## src/rtl/fcma_pkg.sv

```systemverilog
// Shared types and constants for the four-channel moving average block.
`default_nettype none

package fcma_pkg;

    // Field widths
    localparam int SAMPLE_W = 16;
    localparam int CHANNELS = 4;
    localparam int COUNT_W  = 6;
    localparam int RING_W   = SAMPLE_W * CHANNELS;

    // Divider: quotient bits, divisor 2*n, partial remainder
    localparam int QUO_W    = 16;
    localparam int DEN_W    = COUNT_W + 1;
    localparam int REM_W    = DEN_W + 1;
    localparam int STEP_W   = 5;

    // Window length after reset
    localparam int WL_RESET = 5;

    // Controller to datapath commands
    typedef struct packed {
        logic capture;   // latch sample, read oldest ring entry
        logic update;    // update sums, fill count, pointer; write ring
        logic div_load;  // load dividers with rounded numerator and 2*n
        logic div_step;  // one restoring division step on all lanes
        logic out_load;  // move quotients to output registers
    } dp_cmd_t;

    // Datapath to controller status
    typedef struct packed {
        logic div_last;  // current step is the final quotient bit
    } dp_status_t;

endpackage

`default_nettype wire

```

## src/rtl/four_channel_moving_average.sv

```systemverilog
// An accepted sample runs through the update, divider load, divide and output
// states, and no new sample is taken before these end; the 16-step restoring
// divider (one quotient bit per cycle, four channel lanes) does the divide.
// A new sample is accepted while the previous result waits at the output.
// Reset (rst_n, async, active low): window length 5, sums, fill count and write
// pointer zero; the ring store is not cleared and no unwritten slot's data is used.
`default_nettype none

module four_channel_moving_average #(
    parameter int WINDOW_MAX = 32
) (
    input  wire logic                          clk,
    input  wire logic                          rst_n,
    input  wire logic                          window_length_we,
    input  wire logic [fcma_pkg::COUNT_W-1:0]  window_length,
    input  wire logic                          in_valid,
    output logic                               in_ready,
    input  wire logic [fcma_pkg::SAMPLE_W-1:0] co_sample,
    input  wire logic [fcma_pkg::SAMPLE_W-1:0] nox_sample,
    input  wire logic [fcma_pkg::SAMPLE_W-1:0] hc_sample,
    input  wire logic [fcma_pkg::SAMPLE_W-1:0] co2_sample,
    output logic                               out_valid,
    input  wire logic                          out_ready,
    output logic      [fcma_pkg::SAMPLE_W-1:0] co_mean,
    output logic      [fcma_pkg::SAMPLE_W-1:0] nox_mean,
    output logic      [fcma_pkg::SAMPLE_W-1:0] hc_mean,
    output logic      [fcma_pkg::SAMPLE_W-1:0] co2_mean,
    output logic      [fcma_pkg::COUNT_W-1:0]  samples_held
);

    import fcma_pkg::*;

    dp_cmd_t    cmd;
    dp_status_t status;

    fcma_ctrl u_ctrl (
        .clk       (clk),
        .rst_n     (rst_n),
        .in_valid  (in_valid),
        .out_ready (out_ready),
        .status    (status),
        .cmd       (cmd),
        .in_ready  (in_ready),
        .out_valid (out_valid)
    );

    fcma_datapath #(
        .WINDOW_MAX (WINDOW_MAX)
    ) u_datapath (
        .clk              (clk),
        .rst_n            (rst_n),
        .cmd              (cmd),
        .status           (status),
        .window_length_we (window_length_we),
        .window_length    (window_length),
        .co_sample        (co_sample),
        .nox_sample       (nox_sample),
        .hc_sample        (hc_sample),
        .co2_sample       (co2_sample),
        .co_mean          (co_mean),
        .nox_mean         (nox_mean),
        .hc_mean          (hc_mean),
        .co2_mean         (co2_mean),
        .samples_held     (samples_held)
    );

    // A transaction takes the block busy for its whole computation
    a_busy_after_accept: assert property (@(posedge clk) disable iff (!rst_n)
        in_valid && in_ready |=> !in_ready)
        else $error("input accepted while previous sample still in progress");

    // A pending result is never overwritten
    a_no_overwrite: assert property (@(posedge clk) disable iff (!rst_n)
        cmd.out_load |-> (!out_valid || out_ready))
        else $error("output registers loaded over an untaken result");

    // Commands are issued one at a time
    a_single_cmd: assert property (@(posedge clk) disable iff (!rst_n)
        $onehot0({cmd.capture, cmd.update, cmd.div_load, cmd.div_step, cmd.out_load}))
        else $error("more than one datapath command in a cycle");

    // Every mean is taken over at least one sample
    a_held_nonzero: assert property (@(posedge clk) disable iff (!rst_n)
        out_valid |-> (samples_held != '0))
        else $error("result presented with zero samples held");

endmodule

`default_nettype wire

```

## src/rtl/fcma_ram.sv

```systemverilog
// Generic simple dual-port RAM with registered read data.
`default_nettype none

module fcma_ram #(
    parameter int WIDTH  = 64,
    parameter int DEPTH  = 32,
    parameter int ADDR_W = (DEPTH > 1) ? $clog2(DEPTH) : 1
) (
    input  wire logic              clk,
    input  wire logic              we,
    input  wire logic [ADDR_W-1:0] waddr,
    input  wire logic [WIDTH-1:0]  wdata,
    input  wire logic              re,
    input  wire logic [ADDR_W-1:0] raddr,
    output logic      [WIDTH-1:0]  rdata
);

    logic [WIDTH-1:0] mem [DEPTH];

    // Write port
    always_ff @(posedge clk)
    begin
        if (we)
        begin
            mem[waddr] <= wdata;
        end
    end

    // Registered read port
    always_ff @(posedge clk)
    begin
        if (re)
        begin
            rdata <= mem[raddr];
        end
    end

endmodule

`default_nettype wire

```

## src/rtl/fcma_ctrl.sv

```systemverilog
// Sequencing state machine for the moving average block.
`default_nettype none

module fcma_ctrl (
    input  wire logic                clk,
    input  wire logic                rst_n,
    input  wire logic                in_valid,
    input  wire logic                out_ready,
    input  wire fcma_pkg::dp_status_t status,
    output fcma_pkg::dp_cmd_t        cmd,
    output logic                     in_ready,
    output logic                     out_valid
);

    import fcma_pkg::*;

    localparam logic [2:0] S_IDLE = 3'd0;
    localparam logic [2:0] S_READ = 3'd1;
    localparam logic [2:0] S_LOAD = 3'd2;
    localparam logic [2:0] S_DIV  = 3'd3;
    localparam logic [2:0] S_OUT  = 3'd4;

    logic [2:0] state_reg;
    logic [2:0] state_next;
    logic       out_valid_reg;
    logic       out_valid_next;

    assign in_ready  = (state_reg == S_IDLE);
    assign out_valid = out_valid_reg;

    // Next state and commands
    always_comb
    begin
        state_next = state_reg;
        cmd        = '0;
        case (state_reg)
            S_IDLE:
            begin
                if (in_valid)
                begin
                    cmd.capture = 1'b1;
                    state_next  = S_READ;
                end
            end
            S_READ:
            begin
                cmd.update = 1'b1;
                state_next = S_LOAD;
            end
            S_LOAD:
            begin
                cmd.div_load = 1'b1;
                state_next   = S_DIV;
            end
            S_DIV:
            begin
                cmd.div_step = 1'b1;
                if (status.div_last)
                begin
                    state_next = S_OUT;
                end
            end
            S_OUT:
            begin
                // hold the result until the previous one is taken
                if (!out_valid_reg || out_ready)
                begin
                    cmd.out_load = 1'b1;
                    state_next   = S_IDLE;
                end
            end
            default:
            begin
                state_next = S_IDLE;
            end
        endcase
    end

    // Output valid flag
    always_comb
    begin
        if (cmd.out_load)
        begin
            out_valid_next = 1'b1;
        end
        else if (out_ready)
        begin
            out_valid_next = 1'b0;
        end
        else
        begin
            out_valid_next = out_valid_reg;
        end
    end

    always_ff @(posedge clk or negedge rst_n)
    begin
        if (!rst_n)
        begin
            state_reg     <= S_IDLE;
            out_valid_reg <= 1'b0;
        end
        else
        begin
            state_reg     <= state_next;
            out_valid_reg <= out_valid_next;
        end
    end

endmodule

`default_nettype wire

```

## src/rtl/fcma_datapath.sv

```systemverilog
// Datapath: sample ring, running sums and four restoring dividers.
`default_nettype none

module fcma_datapath #(
    parameter int WINDOW_MAX = 32
) (
    input  wire logic                                  clk,
    input  wire logic                                  rst_n,
    input  wire fcma_pkg::dp_cmd_t                     cmd,
    output fcma_pkg::dp_status_t                       status,
    input  wire logic                                  window_length_we,
    input  wire logic [fcma_pkg::COUNT_W-1:0]          window_length,
    input  wire logic [fcma_pkg::SAMPLE_W-1:0]         co_sample,
    input  wire logic [fcma_pkg::SAMPLE_W-1:0]         nox_sample,
    input  wire logic [fcma_pkg::SAMPLE_W-1:0]         hc_sample,
    input  wire logic [fcma_pkg::SAMPLE_W-1:0]         co2_sample,
    output logic      [fcma_pkg::SAMPLE_W-1:0]         co_mean,
    output logic      [fcma_pkg::SAMPLE_W-1:0]         nox_mean,
    output logic      [fcma_pkg::SAMPLE_W-1:0]         hc_mean,
    output logic      [fcma_pkg::SAMPLE_W-1:0]         co2_mean,
    output logic      [fcma_pkg::COUNT_W-1:0]          samples_held
);

    import fcma_pkg::*;

    localparam int PTR_W  = (WINDOW_MAX > 1) ? $clog2(WINDOW_MAX) : 1;
    localparam int EXT_W  = PTR_W + 2;
    localparam int CNT_MAX = (1 << COUNT_W) - 1;
    localparam int WL_CAP = (WINDOW_MAX < CNT_MAX) ? WINDOW_MAX : CNT_MAX;
    localparam int SUM_W  = SAMPLE_W + $clog2(WL_CAP);
    localparam int NUM_W  = SUM_W + 1;

    // Control state
    logic [COUNT_W-1:0] wl_reg;
    logic [COUNT_W-1:0] wl_next;
    logic [COUNT_W-1:0] fill_reg;
    logic [COUNT_W-1:0] fill_next;
    logic [PTR_W-1:0]   wp_reg;
    logic [PTR_W-1:0]   wp_next;
    logic [SUM_W-1:0]   sum_reg  [CHANNELS];
    logic [SUM_W-1:0]   sum_next [CHANNELS];
    logic [STEP_W-1:0]  step_reg;
    logic [STEP_W-1:0]  step_next;

    // Payload
    logic [SAMPLE_W-1:0] samp_reg [CHANNELS];
    logic [DEN_W-1:0]    den_reg;
    logic [REM_W-1:0]    rem_reg  [CHANNELS];
    logic [QUO_W-1:0]    quo_reg  [CHANNELS];
    logic [SAMPLE_W-1:0] mean_reg [CHANNELS];
    logic [COUNT_W-1:0]  held_reg;

    logic                full;
    logic [EXT_W-1:0]    wp_ext;
    logic [EXT_W-1:0]    wl_ext;
    logic [EXT_W-1:0]    oldest_ext;
    logic [PTR_W-1:0]    oldest;
    logic [RING_W-1:0]   ring_wdata;
    logic [RING_W-1:0]   ring_rdata;

    assign full = (fill_reg >= wl_reg);

    // Slot of the sample leaving the window
    assign wp_ext     = EXT_W'(wp_reg);
    assign wl_ext     = EXT_W'(wl_reg);
    assign oldest_ext = (wp_ext >= wl_ext) ? (wp_ext - wl_ext)
                                           : (wp_ext + EXT_W'(WINDOW_MAX) - wl_ext);
    assign oldest     = oldest_ext[PTR_W-1:0];

    assign ring_wdata = {samp_reg[3], samp_reg[2], samp_reg[1], samp_reg[0]};

    fcma_ram #(
        .WIDTH (RING_W),
        .DEPTH (WINDOW_MAX)
    ) u_ring (
        .clk   (clk),
        .we    (cmd.update),
        .waddr (wp_reg),
        .wdata (ring_wdata),
        .re    (cmd.capture),
        .raddr (oldest),
        .rdata (ring_rdata)
    );

    // Window length write: saturate to 1..WL_CAP
    always_comb
    begin
        if (window_length == '0)
        begin
            wl_next = COUNT_W'(1);
        end
        else if (window_length > COUNT_W'(WL_CAP))
        begin
            wl_next = COUNT_W'(WL_CAP);
        end
        else
        begin
            wl_next = window_length;
        end
    end

    // History update: sums, fill count, write pointer; all cleared on a length write
    always_comb
    begin
        fill_next = fill_reg;
        wp_next   = wp_reg;
        for (int c = 0; c < CHANNELS; c++)
        begin
            sum_next[c] = sum_reg[c];
        end
        if (window_length_we)
        begin
            fill_next = '0;
            wp_next   = '0;
            for (int c = 0; c < CHANNELS; c++)
            begin
                sum_next[c] = '0;
            end
        end
        else if (cmd.update)
        begin
            fill_next = full ? fill_reg : fill_reg + COUNT_W'(1);
            wp_next   = (wp_reg == PTR_W'(WINDOW_MAX - 1)) ? '0 : wp_reg + PTR_W'(1);
            for (int c = 0; c < CHANNELS; c++)
            begin
                sum_next[c] = sum_reg[c] + SUM_W'(samp_reg[c])
                            - (full ? SUM_W'(ring_rdata[c*SAMPLE_W +: SAMPLE_W])
                                    : SUM_W'(0));
            end
        end
    end

    // Division step counter
    always_comb
    begin
        step_next = step_reg;
        if (cmd.div_load)
        begin
            step_next = '0;
        end
        else if (cmd.div_step)
        begin
            step_next = step_reg + STEP_W'(1);
        end
    end

    assign status.div_last = (step_reg == STEP_W'(QUO_W - 1));

    always_ff @(posedge clk or negedge rst_n)
    begin
        if (!rst_n)
        begin
            wl_reg   <= COUNT_W'(WL_RESET < WL_CAP ? WL_RESET : WL_CAP);
            fill_reg <= '0;
            wp_reg   <= '0;
            step_reg <= '0;
            for (int c = 0; c < CHANNELS; c++)
            begin
                sum_reg[c] <= '0;
            end
        end
        else
        begin
            if (window_length_we)
            begin
                wl_reg <= wl_next;
            end
            fill_reg <= fill_next;
            wp_reg   <= wp_next;
            step_reg <= step_next;
            for (int c = 0; c < CHANNELS; c++)
            begin
                sum_reg[c] <= sum_next[c];
            end
        end
    end

    // Sample capture
    always_ff @(posedge clk)
    begin
        if (cmd.capture)
        begin
            samp_reg[0] <= co_sample;
            samp_reg[1] <= nox_sample;
            samp_reg[2] <= hc_sample;
            samp_reg[3] <= co2_sample;
        end
    end

    // Restoring dividers: quotient = (2*sum + n) / (2*n), one bit per step
    always_ff @(posedge clk)
    begin
        logic [NUM_W-1:0] num;
        logic [REM_W-1:0] trial;
        logic             ge;
        if (cmd.div_load)
        begin
            den_reg <= {fill_reg, 1'b0};
            for (int c = 0; c < CHANNELS; c++)
            begin
                num        = {sum_reg[c], 1'b0} + NUM_W'(fill_reg);
                rem_reg[c] <= REM_W'(num[NUM_W-1:QUO_W]);
                quo_reg[c] <= num[QUO_W-1:0];
            end
        end
        else if (cmd.div_step)
        begin
            for (int c = 0; c < CHANNELS; c++)
            begin
                trial      = {rem_reg[c][REM_W-2:0], quo_reg[c][QUO_W-1]};
                ge         = (trial >= REM_W'(den_reg));
                rem_reg[c] <= ge ? (trial - REM_W'(den_reg)) : trial;
                quo_reg[c] <= {quo_reg[c][QUO_W-2:0], ge};
            end
        end
    end

    // Output registers
    always_ff @(posedge clk)
    begin
        if (cmd.out_load)
        begin
            for (int c = 0; c < CHANNELS; c++)
            begin
                mean_reg[c] <= quo_reg[c];
            end
            held_reg <= fill_reg;
        end
    end

    assign co_mean      = mean_reg[0];
    assign nox_mean     = mean_reg[1];
    assign hc_mean      = mean_reg[2];
    assign co2_mean     = mean_reg[3];
    assign samples_held = held_reg;

endmodule

`default_nettype wire

```

## config.mk

```make
export PLATFORM = sky130hd
export DESIGN_NAME = four_channel_moving_average
export DESIGN_NICKNAME = d
export VERILOG_FILES = /design/src/rtl/fcma_pkg.sv /design/src/rtl/four_channel_moving_average.sv /design/src/rtl/fcma_ram.sv /design/src/rtl/fcma_ctrl.sv /design/src/rtl/fcma_datapath.sv
export SDC_FILE = /design/constraint.sdc
export NUM_CORES = 2
export LEC_CHECK = 0
export CORE_ASPECT_RATIO = 1.1
export CORE_MARGIN = 2
export CORE_UTILIZATION = 68
export DETAILED_ROUTE_END_ITERATION = 6
export DONT_BUFFER_PORTS = 1
export PLACE_DENSITY = 0.88
export SLEW_MARGIN = 20
export SYNTH_ARGS = -nofsm -noshare
export SYNTH_HDL_FRONTEND = slang
export SYNTH_SLANG_ARGS = --single-unit
```

## constraint.sdc

```tcl
create_clock -name clk -period 9.48 [get_ports clk]
set_clock_uncertainty 0.05 [all_clocks]
set_input_delay 1.422 -clock clk [delete_from_list [all_inputs] [get_ports clk]]
set_output_delay 1.422 -clock clk [all_outputs]
set_load 0.005 [all_outputs]
```

==> reports/metrics.csv <==
stage,metric,value,unit
final_layout,Multi-input gate area,27500,µm²
clock_network,Worst-path clk slew,70,ps
place,gpl congestion,0.926,
sta,tightest hold margin,161,ps
worst_setup_path,Worst Setup SP,u_datapath.fill_reg[0],
routing,Iteration-0 DRC Markers,12902,
final_layout,FILL cells,7359,
floorplan,Chip Height,412,µm
sta,minimum clock period,7070,ps
place,detailed placement HPWL,152000,µm
floorplan,Row Count,149,
sta,setup TNS,0,ps
global_routing,gr ovfl total,0,
final_layout,register area,73100,µm²
routing,drt wl/cell,36.7,µm
floorplan,IO Pins,147,
synthesis,"EDFF count, synth",2344,
clock_network,clk root buf,clkbuf_16,
place,# port buffers,0,
clock_network,CTS tree,done,
sta,Max Transition Viols Final,0,
synthesis,cell taking the most area after synthesis,edfxtp_1,
worst_setup_path,"Worst Path Class, Setup",reg -> reg,
clock_network,Clock Latency Late Sink,920,ps
synthesis,Synth Flop Type,edfxtp_1,
global_routing,largest net degree at the start of global routing,148,
sta,Max Clock Freq,141,MHz
sta,RSZ-0062 raised after global routing,false,
power,maximum VDD drop,222,µV
synthesis,ranking of synthesized cells by area,"edfxtp_1 68%, mux4_2 11%, nand2_1 3.0%",
worst_setup_path,worst reg2reg endpoint,u_datapath.sum_reg[13],
synthesis,YS warnings,0,
sta,relative slew slack,3.70,%
routing,1st-pass router iterations,7,
global_routing,vias in the first global route,63778,
sta,Setup Viol. Count Final,0,
worst_setup_path,register-to-register setup slack,2410,ps
final_layout,layout cells sized above 1,16.5,%
worst_setup_path,CP Capture Type,flip-flop,
power,total power,28700,µW
outcome,failing checks,design-rule violations,
sta,actual slew at the worst max-slew pin,1440,ps
routing,Detail Route Antenna Nets,0,
job,Max Cap Violations,0,
place,placed cell areas,105000,µm²
floorplan,die area,154000,µm²
global_routing,initial antenna violation count,25,
clock_network,CTS H-tree depth,4,
routing,Vias/cell,7.52,
floorplan,Die Width,375,µm
sta,ratio of final minimum period to clock period,74.6,%
floorplan,Core Footprint,150000,µm²
final_layout,final instance area,113000,µm²
synthesis,#FFs+latches synth,2454,
clock_network,Post CTS Setup Buffer Count,0,
worst_setup_path,CP arrival,7780,ps
floorplan,Starting Density,68.5,%
synthesis,Syn Nets,6487,
outcome,status,finished with violations,
global_routing,first-pass GRT wire length,442000,µm
worst_setup_path,worst-case reg-to-reg path depth,21,
worst_setup_path,crit path capture,u_datapath.sum_reg[13],
power,PwrDens,253,nW/µm²
clock_network,total CTS buffers,224,
synthesis,average cell area after synthesis,16.6,µm²
final_layout,number of flip-flops in the largest register,2048,
clock_network,cts hold-fix bufs,0,
synthesis,Synth top area share,68.5,%
worst_setup_path,worst r2r src,u_datapath.fill_reg[0],
worst_setup_path,CP required,10190,ps
power,leakage power,0.0385,µW
final_layout,Layout area overhead,10.2,%
hold_path,worst hold path type,in -> async,
sta,"Hold Vio Cnt, Final",0,
clock_network,Clock Tree Buf Depth,3,
routing,Residual DRC,128,
synthesis,Yosys cell types,85,
clock_network,post-CTS resize count,0,
final_layout,nets@finish,6558,
synthesis,synthesized instance count,6181,
synthesis,"Seq/Total Area, Yosys",71.2,%
synthesis,synthesized area,103000,µm²
worst_setup_path,crit path launch type,flip-flop,
routing,drt total wl,309000,µm
worst_setup_path,crit path max fanout,31,
routing,DR vias,63297,
global_routing,Total Routing Usage GR,40.4,%
clock_network,clock sink count,2454,
synthesis,asr flop ratio synth,4.48,%
## synthesized netlist by cell type (22+ instances only)
master	n
a211oi_1	30
a21o_1	42
a21oi_1	147
buf_1	56
buf_2	87
clkbuf_1	148
dfrtp_1	108
edfxtp_1	2344
fa_1	73
ha_1	158
inv_1	342
mux4_2	512
nand2_1	810
nand3_1	367
nand4_1	23
nor2_1	149
nor2b_1	83
nor3_1	43
o211ai_1	22
o21ai_0	196
or3_1	32
xnor2_1	96
xor2_1	23
## report_power, final
group	total (µW)	switching [µW]	internal, µW
Clock	9550	4210	5340
Combinational	6500	4030	2470
Sequential	12600	300	12300
## placed cells by master (no fill, tap or decap), types with 114 or more instances in the layout
cell type,instances
mux4_2,512
a21oi_1,147
buf_4,114
nand3_1,367
o21ai_0,196
clkbuf_16,226
edfxtp_1,2344
inv_1,341
nand2_1,809
ha_1,157
nor2_1,119
## critical path, stage by stage, from the launching register on
cell	delay (ps)
dfrtp_1	470
inv_1	130
ha_1	330
nand2b_1	170
a21o_1	190
a21o_1	180
a21o_1	180
a21o_1	300
a21oi_4	880
buf_4	440
buf_4	340
nor2b_1	100
fa_1	490
inv_1	60
ha_1	400
a21oi_1	700
o21ai_0	240
a21o_1	240
o21bai_1	320
a21oi_1	230
o2111ai_1	300
nand3_1	160
## worst min-delay path by stage
stage | startpoint | endpoint | slack, ps | cells after the start
2_1_floorplan | u_datapath.quo_reg[0][0] | u_datapath.mean_reg[0][0] | 380 | 0
3_3_place_gp | u_datapath.quo_reg[3][10] | u_datapath.mean_reg[3][10] | 390 | 0
3_5_place_dp | u_datapath.quo_reg[0][2] | u_datapath.mean_reg[0][2] | 390 | 0
4_1_cts | rst_n | u_datapath.sum_reg[62] | 120 | 0
5_1_grt | rst_n | u_datapath.step_reg[0] | 150 | 0
6_report | rst_n | u_datapath.sum_reg[63] | 160 | 0
## per-layer routing
layer / routed length (µm) / up-vias / track usage, %
met5: 211 / - / 0.124
met1: 94500 / 30748 / 50.5
met3: 48000 / 1803 / 13.9
met2: 140000 / 6847 / 61.0
met4: 25700 / 32 / 26.5
li1: - / 23867 / -
## kinds of logic (layout without fill, tap and decap cells)
| logic type | Yosys count | after routing | synth area share, % |
|---|---|---|---|
| flip-flops | 2454 | 2454 | 71.2 |
| AND/OR/NAND/NOR | 1609 | 1609 | 7.02 |
| buffers and inverters | 634 | 898 | 2.42 |
| AO/OA/AOI/OAI | 610 | 610 | 3.69 |
| multiplexers | 524 | 524 | 11.3 |
| adder cells (fa/ha/maj) | 231 | 231 | 3.35 |
| XOR/XNOR | 119 | 119 | 1.01 |
| other | 0 | 10 | 0 |
## through the flow
| stage | util [%] | setup slack, ps | cells |
|---|---|---|---|
| 3_5_place_dp | 70.3 | 3280 | 7979 |
| 5_1_grt | 75.5 | 2430 | 8411 |
| 3_3_place_gp | 70.2 | 3460 | 7978 |
| 4_1_cts | 75.3 | 3030 | 8398 |
| 6_report | 75.5 | 2410 | 8418 |
| 2_1_floorplan | - | 4570 | 6181 |
## cell type report
class,count,area share [%]
well taps,1963,2.17
diodes,10,0.0221
flip-flops and latches,2454,64.6
multi-input cells,3093,24.3
repair buffers,136,1.12
clock buffers,267,5.17
inverters,343,1.14
clock inverters,152,1.52
(Power assumes the default switching activity.)
